[src/sv/assert_macros.svh]
// Assertion helpers shared by the RTL files.
`ifndef ASSERT_MACROS_SVH
`define ASSERT_MACROS_SVH

`ifndef SYNTHESIS

// Check that a property holds at every clock edge outside reset.
`define TEQC_ASSERT(label, clk, rst, prop, msg) \
   label: assert property (@(posedge clk) disable iff (rst) prop) else $error(msg);

// Check that a condition never holds outside reset.
`define TEQC_NEVER(label, clk, rst, cond, msg) \
   label: assert property (@(posedge clk) disable iff (rst) !(cond)) else $error(msg);

`else

`define TEQC_ASSERT(label, clk, rst, prop, msg)

`define TEQC_NEVER(label, clk, rst, cond, msg)

`endif

`endif

[src/sv/teqc_pkg.sv]
package teqc_pkg;

   localparam int COORD_W = 12;
   localparam int RAW_W   = 16;

   // request codes
   localparam logic [1:0] REQ_UPDATE = 2'd0;
   localparam logic [1:0] REQ_POLL   = 2'd1;
   localparam logic [1:0] REQ_OPEN   = 2'd2;
   localparam logic [1:0] REQ_CLOSE  = 2'd3;

   // status codes
   localparam logic [1:0] ST_OK       = 2'd0;
   localparam logic [1:0] ST_INVALID  = 2'd1;
   localparam logic [1:0] ST_NOT_OPEN = 2'd2;
   localparam logic [1:0] ST_EMPTY    = 2'd3;

   // event kinds
   localparam logic [1:0] KIND_DOWN = 2'd0;
   localparam logic [1:0] KIND_UP   = 2'd1;
   localparam logic [1:0] KIND_MOVE = 2'd2;

   // register indexes
   localparam logic REG_WIDTH  = 1'b0;
   localparam logic REG_HEIGHT = 1'b1;

   typedef struct packed {
      logic [1:0]         kind;
      logic [COORD_W-1:0] x;
      logic [COORD_W-1:0] y;
   } event_entry_type;

   localparam int ENTRY_W = $bits(event_entry_type);

   typedef struct packed {
      logic [1:0] status;
      logic       pop;
   } ctrl_result_type;

   // Clamp a raw signed coordinate into [0, size-1]; zero when size is zero.
   function automatic logic [COORD_W-1:0] clamp_axis(input logic signed [RAW_W-1:0] raw,
                                                    input logic [COORD_W-1:0] size);
      logic [COORD_W-1:0] res;
      if (size == '0 || raw[RAW_W-1]) begin
         res = '0;
      end else if (raw[RAW_W-2:0] >= {{(RAW_W-1-COORD_W){1'b0}}, size}) begin
         res = size - 1'b1;
      end else begin
         res = raw[COORD_W-1:0];
      end
      return res;
   endfunction

endpackage

[src/sv/touch_event_queue_coalescing.sv]
// Channel   Direction  Handshake           Payload
// req_      in         req_valid/req_stall req_type, req_pointer_x/y, req_pointer_pressed
// rsp_      out        rsp_valid/rsp_stall rsp_status, rsp_event_kind, rsp_event_x/y
// csr       in/out     psel/penable/pready paddr, pwdata, prdata (width 0x0, height 0x4)
//
// One request per cycle unless the stalled result holds the input: each transfer is held
// in an input register, processed by a clamp per axis, the position compare and one queue access,
// and then lands in the result register, from which its response transfers. The store read
// register loads with the result. Reset is synchronous and clears the queue, the last
// position and the open flag. A stalled result holds the input stage; the input stalls
// only when both are full.
`include "assert_macros.svh"

module touch_event_queue_coalescing #(
   parameter int QUEUE_DEPTH = 16
) (
   input  logic                              clock,
   input  logic                              reset,
   // request channel
   input  logic                              req_valid,
   output logic                              req_stall,
   input  logic [1:0]                        req_type,
   input  logic signed [teqc_pkg::RAW_W-1:0] req_pointer_x,
   input  logic signed [teqc_pkg::RAW_W-1:0] req_pointer_y,
   input  logic                              req_pointer_pressed,
   // result channel
   output logic                              rsp_valid,
   input  logic                              rsp_stall,
   output logic [1:0]                        rsp_status,
   output logic [1:0]                        rsp_event_kind,
   output logic [teqc_pkg::COORD_W-1:0]      rsp_event_x,
   output logic [teqc_pkg::COORD_W-1:0]      rsp_event_y,
   // register port
   input  logic                              psel,
   input  logic                              penable,
   input  logic                              pwrite,
   input  logic [2:0]                        paddr,
   input  logic [31:0]                       pwdata,
   output logic [31:0]                       prdata,
   output logic                              pready
);

   import teqc_pkg::*;

   // screen size registers
   logic [COORD_W-1:0] width_ff, width_in;
   logic [COORD_W-1:0] height_ff, height_in;
   logic               csr_write;

   // input stage
   logic                      s1_valid_ff, s1_valid_in;
   logic [1:0]                s1_type_ff;
   logic signed [RAW_W-1:0]   s1_x_ff, s1_y_ff;
   logic                      s1_pressed_ff;

   // result stage
   logic                s2_valid_ff, s2_valid_in;
   logic [1:0]          s2_status_ff;
   logic                s2_pop_ff;

   logic                s2_load;
   logic                go;
   ctrl_result_type     result;
   event_entry_type     head_entry;

   // ---------------------------------------------------------------------
   // Register port: zero-wait, decode on the word address bit.
   // ---------------------------------------------------------------------
   assign pready    = 1'b1;
   assign csr_write = psel && penable && pwrite;

   always_comb begin
      width_in  = width_ff;
      height_in = height_ff;
      if (csr_write) begin
         unique case (paddr[2])
            REG_WIDTH:  width_in  = pwdata[COORD_W-1:0];
            REG_HEIGHT: height_in = pwdata[COORD_W-1:0];
            default:    width_in  = width_ff;
         endcase
      end
   end

   always_comb begin
      unique case (paddr[2])
         REG_WIDTH:  prdata = {{(32-COORD_W){1'b0}}, width_ff};
         REG_HEIGHT: prdata = {{(32-COORD_W){1'b0}}, height_ff};
         default:    prdata = '0;
      endcase
   end

   always_ff @(posedge clock) begin
      if (reset) begin
         width_ff  <= '0;
         height_ff <= '0;
      end else begin
         width_ff  <= width_in;
         height_ff <= height_in;
      end
   end

   // ---------------------------------------------------------------------
   // Flow control: the result register loads when empty or drained; the
   // input register advances whenever its item moves on or it is empty.
   // ---------------------------------------------------------------------
   assign s2_load   = !s2_valid_ff || !rsp_stall;
   assign go        = s1_valid_ff && s2_load;
   assign req_stall = s1_valid_ff && !s2_load;

   assign s1_valid_in = req_stall ? s1_valid_ff : req_valid;
   assign s2_valid_in = s2_load ? go : s2_valid_ff;

   always_ff @(posedge clock) begin
      if (reset) begin
         s1_valid_ff <= 1'b0;
         s2_valid_ff <= 1'b0;
      end else begin
         s1_valid_ff <= s1_valid_in;
         s2_valid_ff <= s2_valid_in;
      end
   end

   // capture a new request on every transfer
   always_ff @(posedge clock) begin
      if (req_valid && !req_stall) begin
         s1_type_ff    <= req_type;
         s1_x_ff       <= req_pointer_x;
         s1_y_ff       <= req_pointer_y;
         s1_pressed_ff <= req_pointer_pressed;
      end
   end

   // hold the status while the result waits
   always_ff @(posedge clock) begin
      if (s2_load) begin
         s2_status_ff <= result.status;
         s2_pop_ff    <= result.pop;
      end
   end

   // ---------------------------------------------------------------------
   // Queue control and event store
   // ---------------------------------------------------------------------
   teqc_ctrl #(
      .QUEUE_DEPTH (QUEUE_DEPTH)
   ) u_ctrl (
      .clock           (clock),
      .reset           (reset),
      .go              (go),
      .req_type        (s1_type_ff),
      .pointer_x       (s1_x_ff),
      .pointer_y       (s1_y_ff),
      .pointer_pressed (s1_pressed_ff),
      .screen_width    (width_ff),
      .screen_height   (height_ff),
      .result          (result),
      .head_entry      (head_entry)
   );

   // The store's read register loads together with the result stage, so the
   // popped entry lines up with its status. Zero the event fields otherwise.
   assign rsp_valid      = s2_valid_ff;
   assign rsp_status     = s2_status_ff;
   assign rsp_event_kind = s2_pop_ff ? head_entry.kind : 2'd0;
   assign rsp_event_x    = s2_pop_ff ? head_entry.x : '0;
   assign rsp_event_y    = s2_pop_ff ? head_entry.y : '0;

   `TEQC_ASSERT(a_idle_no_stall, clock, reset, !s1_valid_ff |-> !req_stall, "idle input stalls")
   `TEQC_ASSERT(a_s1_moves_on, clock, reset, s1_valid_ff && !rsp_valid |=> rsp_valid, "stuck")
   `TEQC_NEVER(a_pop_ok, clock, reset, s2_pop_ff && s2_status_ff != ST_OK, "error status on pop")

endmodule

[src/sv/teqc_ram.sv]
module teqc_ram #(
   parameter int WIDTH = 26,
   parameter int DEPTH = 16
) (
   input  logic                     clock,
   input  logic                     wr_en,
   input  logic [$clog2(DEPTH)-1:0] wr_addr,
   input  logic [WIDTH-1:0]         wr_data,
   input  logic                     rd_en,
   input  logic [$clog2(DEPTH)-1:0] rd_addr,
   output logic [WIDTH-1:0]         rd_data
);

   logic [WIDTH-1:0] mem [DEPTH];

   always_ff @(posedge clock) begin
      if (wr_en) begin
         mem[wr_addr] <= wr_data;
      end
      if (rd_en) begin
         rd_data <= mem[rd_addr];
      end
   end

endmodule

[src/sv/teqc_ctrl.sv]
`include "assert_macros.svh"

module teqc_ctrl #(
   parameter int QUEUE_DEPTH = 16
) (
   input  logic                            clock,
   input  logic                            reset,
   input  logic                            go,
   input  logic [1:0]                      req_type,
   input  logic signed [teqc_pkg::RAW_W-1:0] pointer_x,
   input  logic signed [teqc_pkg::RAW_W-1:0] pointer_y,
   input  logic                            pointer_pressed,
   input  logic [teqc_pkg::COORD_W-1:0]    screen_width,
   input  logic [teqc_pkg::COORD_W-1:0]    screen_height,
   output teqc_pkg::ctrl_result_type       result,
   output teqc_pkg::event_entry_type       head_entry
);

   import teqc_pkg::*;

   localparam int IDX_W = $clog2(QUEUE_DEPTH);
   localparam int CNT_W = $clog2(QUEUE_DEPTH + 1);
   localparam int SUM_W = IDX_W + 1;
   localparam logic [CNT_W-1:0] DEPTH_CNT = CNT_W'(QUEUE_DEPTH);
   localparam logic [SUM_W-1:0] DEPTH_SUM = SUM_W'(QUEUE_DEPTH);
   localparam logic [IDX_W-1:0] LAST_IDX  = IDX_W'(QUEUE_DEPTH - 1);

   logic [IDX_W-1:0]   head_ff, head_in;
   logic [CNT_W-1:0]   count_ff, count_in;
   logic [COORD_W-1:0] last_x_ff, last_x_in;
   logic [COORD_W-1:0] last_y_ff, last_y_in;
   logic               held_ff, held_in;
   logic               open_ff, open_in;
   logic               tail_move_ff, tail_move_in;

   logic [COORD_W-1:0] cx, cy;
   logic               moved;
   logic [1:0]         push_kind;
   logic [SUM_W-1:0]   tail_sum;
   logic [IDX_W-1:0]   tail_idx, last_idx, head_inc;
   logic               wr_en;
   logic [IDX_W-1:0]   wr_addr;
   event_entry_type    wr_entry;
   logic [ENTRY_W-1:0] rd_word;

   assign cx       = clamp_axis(pointer_x, screen_width);
   assign cy       = clamp_axis(pointer_y, screen_height);
   assign moved    = (cx != last_x_ff) || (cy != last_y_ff);
   assign push_kind = (pointer_pressed != held_ff) ?
                      (pointer_pressed ? KIND_DOWN : KIND_UP) : KIND_MOVE;

   assign tail_sum = SUM_W'(head_ff) + SUM_W'(count_ff);
   assign tail_idx = (tail_sum >= DEPTH_SUM) ? IDX_W'(tail_sum - DEPTH_SUM)
                                             : IDX_W'(tail_sum);
   assign last_idx = (tail_idx == '0) ? LAST_IDX : tail_idx - 1'b1;
   assign head_inc = (head_ff == LAST_IDX) ? '0 : head_ff + 1'b1;

   assign wr_entry = '{kind: push_kind, x: cx, y: cy};

   always_comb begin
      head_in      = head_ff;
      count_in     = count_ff;
      last_x_in    = last_x_ff;
      last_y_in    = last_y_ff;
      held_in      = held_ff;
      open_in      = open_ff;
      tail_move_in = tail_move_ff;
      wr_en        = 1'b0;
      wr_addr      = tail_idx;
      result       = '{status: ST_OK, pop: 1'b0};
      if (go) begin
         unique case (req_type)
            REQ_UPDATE: begin
               last_x_in = cx;
               last_y_in = cy;
               held_in   = pointer_pressed;
               if (open_ff && (pointer_pressed != held_ff || moved)) begin
                  wr_en = 1'b1;
                  if (push_kind == KIND_MOVE && count_ff != '0 && tail_move_ff) begin
                     // overwrite the move at the tail
                     wr_addr = last_idx;
                  end else begin
                     tail_move_in = (push_kind == KIND_MOVE);
                     if (count_ff == DEPTH_CNT) begin
                        // drop the oldest; tail lands on the old head
                        head_in = head_inc;
                     end else begin
                        count_in = count_ff + 1'b1;
                     end
                  end
               end
            end
            REQ_POLL: begin
               if (!open_ff) begin
                  result.status = ST_NOT_OPEN;
               end else if (count_ff == '0) begin
                  result.status = ST_EMPTY;
               end else begin
                  result.pop = 1'b1;
                  head_in    = head_inc;
                  count_in   = count_ff - 1'b1;
               end
            end
            REQ_OPEN: begin
               if (screen_width == '0 || screen_height == '0) begin
                  result.status = ST_INVALID;
               end else begin
                  head_in  = '0;
                  count_in = '0;
                  open_in  = 1'b1;
               end
            end
            REQ_CLOSE: begin
               open_in  = 1'b0;
               held_in  = 1'b0;
               head_in  = '0;
               count_in = '0;
            end
            default: begin
               open_in = open_ff;
            end
         endcase
      end
   end

   always_ff @(posedge clock) begin
      if (reset) begin
         head_ff      <= '0;
         count_ff     <= '0;
         last_x_ff    <= '0;
         last_y_ff    <= '0;
         held_ff      <= 1'b0;
         open_ff      <= 1'b0;
         tail_move_ff <= 1'b0;
      end else begin
         head_ff      <= head_in;
         count_ff     <= count_in;
         last_x_ff    <= last_x_in;
         last_y_ff    <= last_y_in;
         held_ff      <= held_in;
         open_ff      <= open_in;
         tail_move_ff <= tail_move_in;
      end
   end

   teqc_ram #(
      .WIDTH (ENTRY_W),
      .DEPTH (QUEUE_DEPTH)
   ) u_store (
      .clock   (clock),
      .wr_en   (wr_en),
      .wr_addr (wr_addr),
      .wr_data (wr_entry),
      .rd_en   (go),
      .rd_addr (head_ff),
      .rd_data (rd_word)
   );

   assign head_entry = event_entry_type'(rd_word);

   `TEQC_ASSERT(a_count_le_depth, clock, reset, count_ff <= DEPTH_CNT, "queue count above depth")
   `TEQC_ASSERT(a_head_in_range, clock, reset, head_ff <= LAST_IDX, "queue head out of range")
   `TEQC_ASSERT(a_closed_empty, clock, reset, !open_ff |-> count_ff == '0, "closed queue not empty")

endmodule

[config.mk]
export PLATFORM = sky130hd
export DESIGN_NAME = touch_event_queue_coalescing
export DESIGN_NICKNAME = d
export VERILOG_FILES = /design/src/sv/teqc_pkg.sv /design/src/sv/touch_event_queue_coalescing.sv /design/src/sv/teqc_ram.sv /design/src/sv/teqc_ctrl.sv
export VERILOG_INCLUDE_DIRS = /design/src /design/src/sv
export SDC_FILE = /design/constraint.sdc
export NUM_CORES = 1
export LEC_CHECK = 0
export ABC_AREA = 1
export BUFFER_PORTS_ARGS = -buffer_cell sky130_fd_sc_hd__buf_4
export CORE_AREA = 2 2 432 220
export DETAILED_ROUTE_END_ITERATION = 16
export DIE_AREA = 0 0 434 222
export SLEW_MARGIN = 30
export SYNTH_ARGS = -nofsm -noshare
export SYNTH_HDL_FRONTEND = slang
export SYNTH_HIERARCHICAL = 1
export SYNTH_SLANG_ARGS = --single-unit
export TNS_END_PERCENT = 30
[constraint.sdc]
create_clock -name clock -period 4.5 [get_ports clock]
set_input_delay 0.45 -clock clock [delete_from_list [all_inputs] [get_ports clock]]
set_output_delay 0.45 -clock clock [all_outputs]
set_load 0.05 [all_outputs]
# Word-level counts from Yosys, hierarchy flattened
# Memory sizes are Yosys's and may differ from the RTL's. A register that Yosys moved wholly into a read port is not among the register bits.
# Index checks and enable logic that the tools add are counted.
# totals
ff_bits	100
latch_bits	0
ram_bits	416
rom_bits	0
word_cells	126
mem_count	1
# mem_list
memory	words	word_bits	read_ports	rd_clocked_by_memory_dff	wr	line_no	text
u_ctrl.u_store.mem	16	26	1	1	1	teqc_ram.sv:14	logic [WIDTH-1:0] mem [DEPTH];
# op_classes
addsub	8
n_mul	0
div_mod_pow	0
magnitude_cmp	3
n_eq_ne	16
n_shift	0
muxes	44
n_bitwise	2
n_reduce_logical	35
# ops
op	n
$mux 12	6
$pmux 32 s2	1
$mux 4	13
$ge 15x12->1	2
$mux 5	6
$logic_not 12->1	2
$ne 12x12->1	2
$sub 12x1->12 const B	2
$pmux 5 s4	1
$pmux 4 s4	1
$reduce_and 7->1	2
$mux 1	9
$logic_and 1x1->1	8
$mux 2	4
$ne 2x2->1 const B	4
$reduce_and 2->1	4
$sub 4x1->4 const B	2
$eq 2x2->1 const B	3
$logic_or 1x1->1	6
$ne 2x1->1 const B	3
$reduce_and 3->1	2
$add 4x5->5	1
$add 5x1->5 const B	1
$eq 5x5->1 const B	1
other kinds (16)	22

# Longest topological paths before layout
# depth
depth_word	12
ltp_mapped	27
mapped_depth_nobuf	26

# By module
# Netlist, hierarchy kept.
# modules_own_cells
mod	n_inst	cells_each	area_each_um2	seq_area_each_um2
teqc_ram	1	1729	18599.1	13272.7
teqc_ctrl	1	698	4344.2	720.7
touch_event_queue_coalescing	1	315	2782.7	1661.6

# Worst setup path after synthesis
# OpenSTA, ideal clock, no wires.
# synth_timing
kind	register to register
from	reg s2_valid_ff, in the netlist rsp_valid
to	mem u_ctrl.u_store.mem[3][0] (enable)
setup_time_ns	0.409
t_arrival_ns	4.235
required_time_ns	4.091
slack_ns	-0.143
stages_incl_launch_ff	13
path_buffers	1
period_less_slack_ns	4.643
cell_sequence	dfxtp_1 nand2_1 inv_1 nor2_1 nand2_1 inv_1 clkbuf_1 nand3_1 nand2_1 nand3_1 inv_1 nand2_1 nor2_1
# synth_between
word_cells_on_any_way	7
classes_between	mux (4); reduce/logical (3)
# synth_rtl
element	line_no	text
start, declared	touch_event_queue_coalescing.sv:57	logic s2_valid_ff, s2_valid_in;
start signal, assigned	touch_event_queue_coalescing.sv:119	s2_valid_ff <= s2_valid_in;
$logic_not 1->1	touch_event_queue_coalescing.sv:106	assign s2_load = !s2_valid_ff || !rsp_stall;
$logic_or 1x1->1	touch_event_queue_coalescing.sv:106	
net s2_load	touch_event_queue_coalescing.sv:61	logic s2_load;
$logic_and 1x1->1	touch_event_queue_coalescing.sv:107	assign go = s1_valid_ff && s2_load;
net go	touch_event_queue_coalescing.sv:62	logic go;
$mux 4	teqc_ctrl.sv:71	if (go) begin
net u_ctrl.wr_addr[3]	teqc_ctrl.sv:42	logic [IDX_W-1:0] wr_addr;
end, declared	teqc_ram.sv:14	
# The timed path passes the listed nets, and every way through them passes these cells.

# Final worst setup path
# layout_timing
from	reg height_ff[5]
to	mem u_ctrl.u_store.mem[7][7] (enable)
# layout_between
elab_chain_len	12
word_cells_on_any_way	18
classes_between	add/sub (1); order compare (1); eq/ne (1); mux (10); reduce/logical (5)
# layout_lines
element	line_no	text
start, declared	touch_event_queue_coalescing.sv:47	logic [COORD_W-1:0] height_ff, height_in;
start signal, assigned	touch_event_queue_coalescing.sv:98	height_ff <= height_in;
$sub 12x1->12, or another cell as far along	teqc_pkg.sv:47	res = size - 1'b1;
$mux 12 / $logic_or 1x1->1 (equally long branches)	teqc_pkg.sv:46, teqc_pkg.sv:44	
$mux 12 *	teqc_pkg.sv:44	if (size == '0 || raw[RAW_W-1]) begin
$ne 12x12->1 *	teqc_ctrl.sv:48	assign moved = (cx != last_x_ff) || (cy != last_y_ff);
$logic_or 1x1->1 *	teqc_ctrl.sv:48	
$logic_or 1x1->1 *	teqc_ctrl.sv:77	if (open_ff && (pointer_pressed != held_ff || moved)) begin
$logic_and 1x1->1 *	teqc_ctrl.sv:77	
$mux 1 *	teqc_ctrl.sv:77	
$mux 1 *	teqc_ctrl.sv:72	unique case (req_type)
$mux 1 *	teqc_ctrl.sv:71	
net u_ctrl.wr_en	teqc_ctrl.sv:41	logic wr_en;
$mux 1 *	teqc_ram.sv:17	if (wr_en) begin
$mux 1 (implied by the code) *	teqc_ram.sv:18	mem[wr_addr] <= wr_data;
# The timed path passes the listed nets; every way through them passes the cells marked *.

==> key figures <==
Status
  – Status: complete, no violations

Placed design
  – GPL Wtd Cong: about 0.84
  – Setup WS pre-CTS: around 290 ps
  – Post-DP HPWL: roughly 44 mm
  – Number of port buffers: between 90 and 100

Power and ir drop
  – Sequential power share: about half
  – Clk network pwr share: between 30% and 40%
  – Comb power frac: 12.0%
  – P_int: ~8.2 mW
  – Switch Pwr: around 2.9 mW
  – Switching part of the total power: between 20% and 30%
  – Worst VDD drop: between 300 and 400 uV
  – Leakage power: between 10 and 15 nW
  – Power per cell area: between 300 and 400 mW/mm2

Clock network
  – Worst skew pair latency: 590 ps
  – CTS max path bufs: 3
  – CTS Sinks: around 540
  – Hold_buf cts: 0
  – Post-CTS Repair Setup Buffers: 0
  – CTS tree: done
  – # resized after CTS: 0
  – Worst-path clk slew: roughly 70 ps
  – H-Tree Depth: 2
  – CTS Buf Count: 47
  – Clk root buf: clkbuf_16

Timing
  – Final Hold Viols: 0
  – Worst Tran Pin Value: 952.3 ps
  – Final WS setup: a little under 400 ps
  – Fmax achieved: ~240 MHz
  – Min Tclk post-route: slightly above 4000 ps
  – Setup-failing EPs final: 0
  – Clock Skews: 23.92 ps
  – Sum Neg Setup Slack: 0 ps
  – Slew Limit Fails: 0
  – Rel. slew slack: a little over a third
  – RSZ-0062 raised after global routing: no
  – Final period util: just over 90%

Route
  – DRC viols: 0
  – Avg WL per Cell: ~17 um
  – Detailed Route Iter0 Violations: 2,059
  – Via count: about 18k
  – Antenna viol nets, final: 0
  – Routed vias/inst: 4.433
  – DRT Pass-1 Iters: 5
  – Wire length after detailed routing: 69.18 mm

Setup path
  – CP max-delay cell: dfxtp_1
  – CP Data Arrival Time: 4370 ps
  – CP Class: reg -> reg
  – CP Data Required Time: about 4800 ps
  – Worst setup EP type: register
  – Worst path max stage delay: 450 ps
  – CP most frequent cell: nand2_1
  – CP max FO: 26
  – Startpoint Class: register

Yosys
  – Seq cells post-synth: around 540
  – Area leader, netlist: edfxtp_1
  – Top cells by area, synth: edfxtp_1, nand2_1, nand3_1, inv_1, dfxtp_1
  – Netlist Area Pre-Place: between 0.02 and 0.03 mm2
  – Sequential share of the synthesized area: about three fifths
  – Synth cell types: 40
  – Gate Count Post-Synth: between 2k and 3k
  – Post-synthesis average cell area: between 9 and 10 um2
  – Top cell type's share of synthesized area: between 50% and 60%
  – Synthesis Warnings: 6

Global routing
  – First-pass GRT wire length: 104.9 mm
  – Gr ovfl total: 0
  – Vias in the first global route: approximately 17k
  – Antenna violations before repair: 2
  – Largest net degree at the start of global routing: roughly 150
  – Total GRT Usage: between 10% and 20%

Floorplanning
  – Ports: 140
  – Row cnt: between 70 and 80
  – Die Wd: ~430 um
  – Initial Util: between 20% and 30%
  – Core Region: between 0.09 and 0.1 mm2
  – Die ar.: between 0.09 and 0.1 mm2
  – Die height: around 220 um

Finish
  – Layout cell share with drive strength beyond 1: between 10% and 20%
  – # diodes: 0
  – Nets@finish: ~3.0k
  – Area Overhead vs Synth: 15.62%

Run
  – MaxCap Viol Count: 0

Min path
  – Worst Hold Class: in -> reg
[sequential cells by signal, indices dropped and copies added (netlist names), 2 cells and up]
register	count
u_ctrl/count_ff	5
u_ctrl/u_store/mem	416
u_ctrl/u_store/rd_data	26
u_ctrl/last_y_ff	12
s1_type_ff	2
rsp_status	2
height_ff	12
s1_y_ff	16
s1_x_ff	16
u_ctrl/head_ff	4
width_ff	12
u_ctrl/last_x_ff	12
[cell type report]
type                            instances  area (um2)
Clock inverter                         26       201.4
Clock buffer                           60        1277
Tap cell                             1255        1570
Multi-Input combinational cell       1588        7637
Sequential cell                       542       15660
Timing Repair Buffer                  173        1531
Fill cell                            9476       62580
Inverter                              493        1862
[worst max-delay path, delay by kind of cell (launching register included)]
family	cells	cell delay, ps
AO/OA/AOI/OAI	1	60
adder cells (fa/ha/maj)	1	290
AND/OR/NAND/NOR	18	2080
buffers and inverters	6	870
flip-flops	1	450
[power by group through the flow]
| stage | sequential, mW | clock [mW] | combinational [mW] |
|---|---|---|---|
| 2_1_floorplan | 5.78 | 0 | 0.871 |
| 3_3_place_gp | 5.80 | 0 | 1.30 |
| 3_5_place_dp | 5.80 | 0 | 1.31 |
| 4_1_cts | 5.69 | 4.14 | 1.32 |
| 5_1_grt | 5.69 | 4.34 | 1.47 |
| 6_report | 5.69 | 4.07 | 1.33 |
[logic make-up (layout without fill, tap and decap cells)]
logic type / count (synthesis) / count (layout) / synth area share, %
compound gates: 83 / 83 / 1.727
fa+ha+maj: 42 / 42 / 2.101
buf+inv: 631 / 752 / 10.30
simple gates: 1422 / 1422 / 24.31
xor+xnor: 20 / 20 / 0.6809
other cells: 2 / 21 / 0.02919
flops: 542 / 542 / 60.85
[Yosys cell counts (all sizes together)]
cell / count
edfxtp: 480
dfxtp: 62
nor4: 3
or2: 2
xnor2: 4
a21boi: 1
inv: 487
buf: 102
nand3b: 18
fa: 2
a31oi: 2
xor2: 16
ha: 40
conb: 2
nand4: 28
nand2: 815
a21oi: 41
clkbuf: 36
clkinv: 6
nor3: 8
nand3: 407
a211oi: 2
nor2: 140
o21ai: 37
and3: 1
[cell usage in the layout (no fill, tap or decap), types with 18 or more instances in the layout]
cell type,count
nand2_1,808
inv_1,482
edfxtp_1,480
nand3_1,384
buf_4,153
nor2_1,104
dfxtp_1,59
clkbuf_16,49
a21oi_1,40
ha_1,40
o21ai_0,31
nand4_1,28
nor2_4,22
nand3_2,21
conb_1,21
nand3b_1,18
buf_12,18
[metrics by stage]
stage	hold WS, ps	total power [mW]	area [um2]	cells	utilization (%)
2_1_floorplan	421.3	6.654	25800	2761	-
3_3_place_gp	435.3	7.096	28240	4051	30.59
3_5_place_dp	445.2	7.112	28240	4051	30.59
4_1_cts	13.60	11.15	29720	4137	32.19
5_1_grt	10.93	11.51	29740	4137	32.22
6_report	39.11	11.09	29740	4137	32.22
[final timing paths]
path	startpoint	to	slack (ps)	cells past startpoint
setup / recovery	height_ff[5]$_SDFFE_PP0P_	u_ctrl/u_store/mem[7][7]$_DFFE_PP_	390	26
hold / removal	req_pointer_y[13]	s1_y_ff[13]$_DFFE_PP_	40	1
setup reg to reg	height_ff[5]$_SDFFE_PP0P_	u_ctrl/u_store/mem[7][7]$_DFFE_PP_	390	26
hold reg to reg	u_ctrl/tail_move_ff$_SDFFE_PP0P_	u_ctrl/tail_move_ff$_SDFFE_PP0P_	460	2
[routing by layer]
| metal | global-route usage (%) | vias to the layer above | share of wire [%] |
|---|---|---|---|
| met4 | 2.005 | 0 | 1.0 |
| met1 | 23.91 | 8655 | 52 |
| met3 | 2.561 | 56 | 8.9 |
| li1 | - | 8975 | - |
| met5 | 0 | - | 0 |
| met2 | 18.43 | 652 | 38 |
Power figures use the tool's default switching activity.
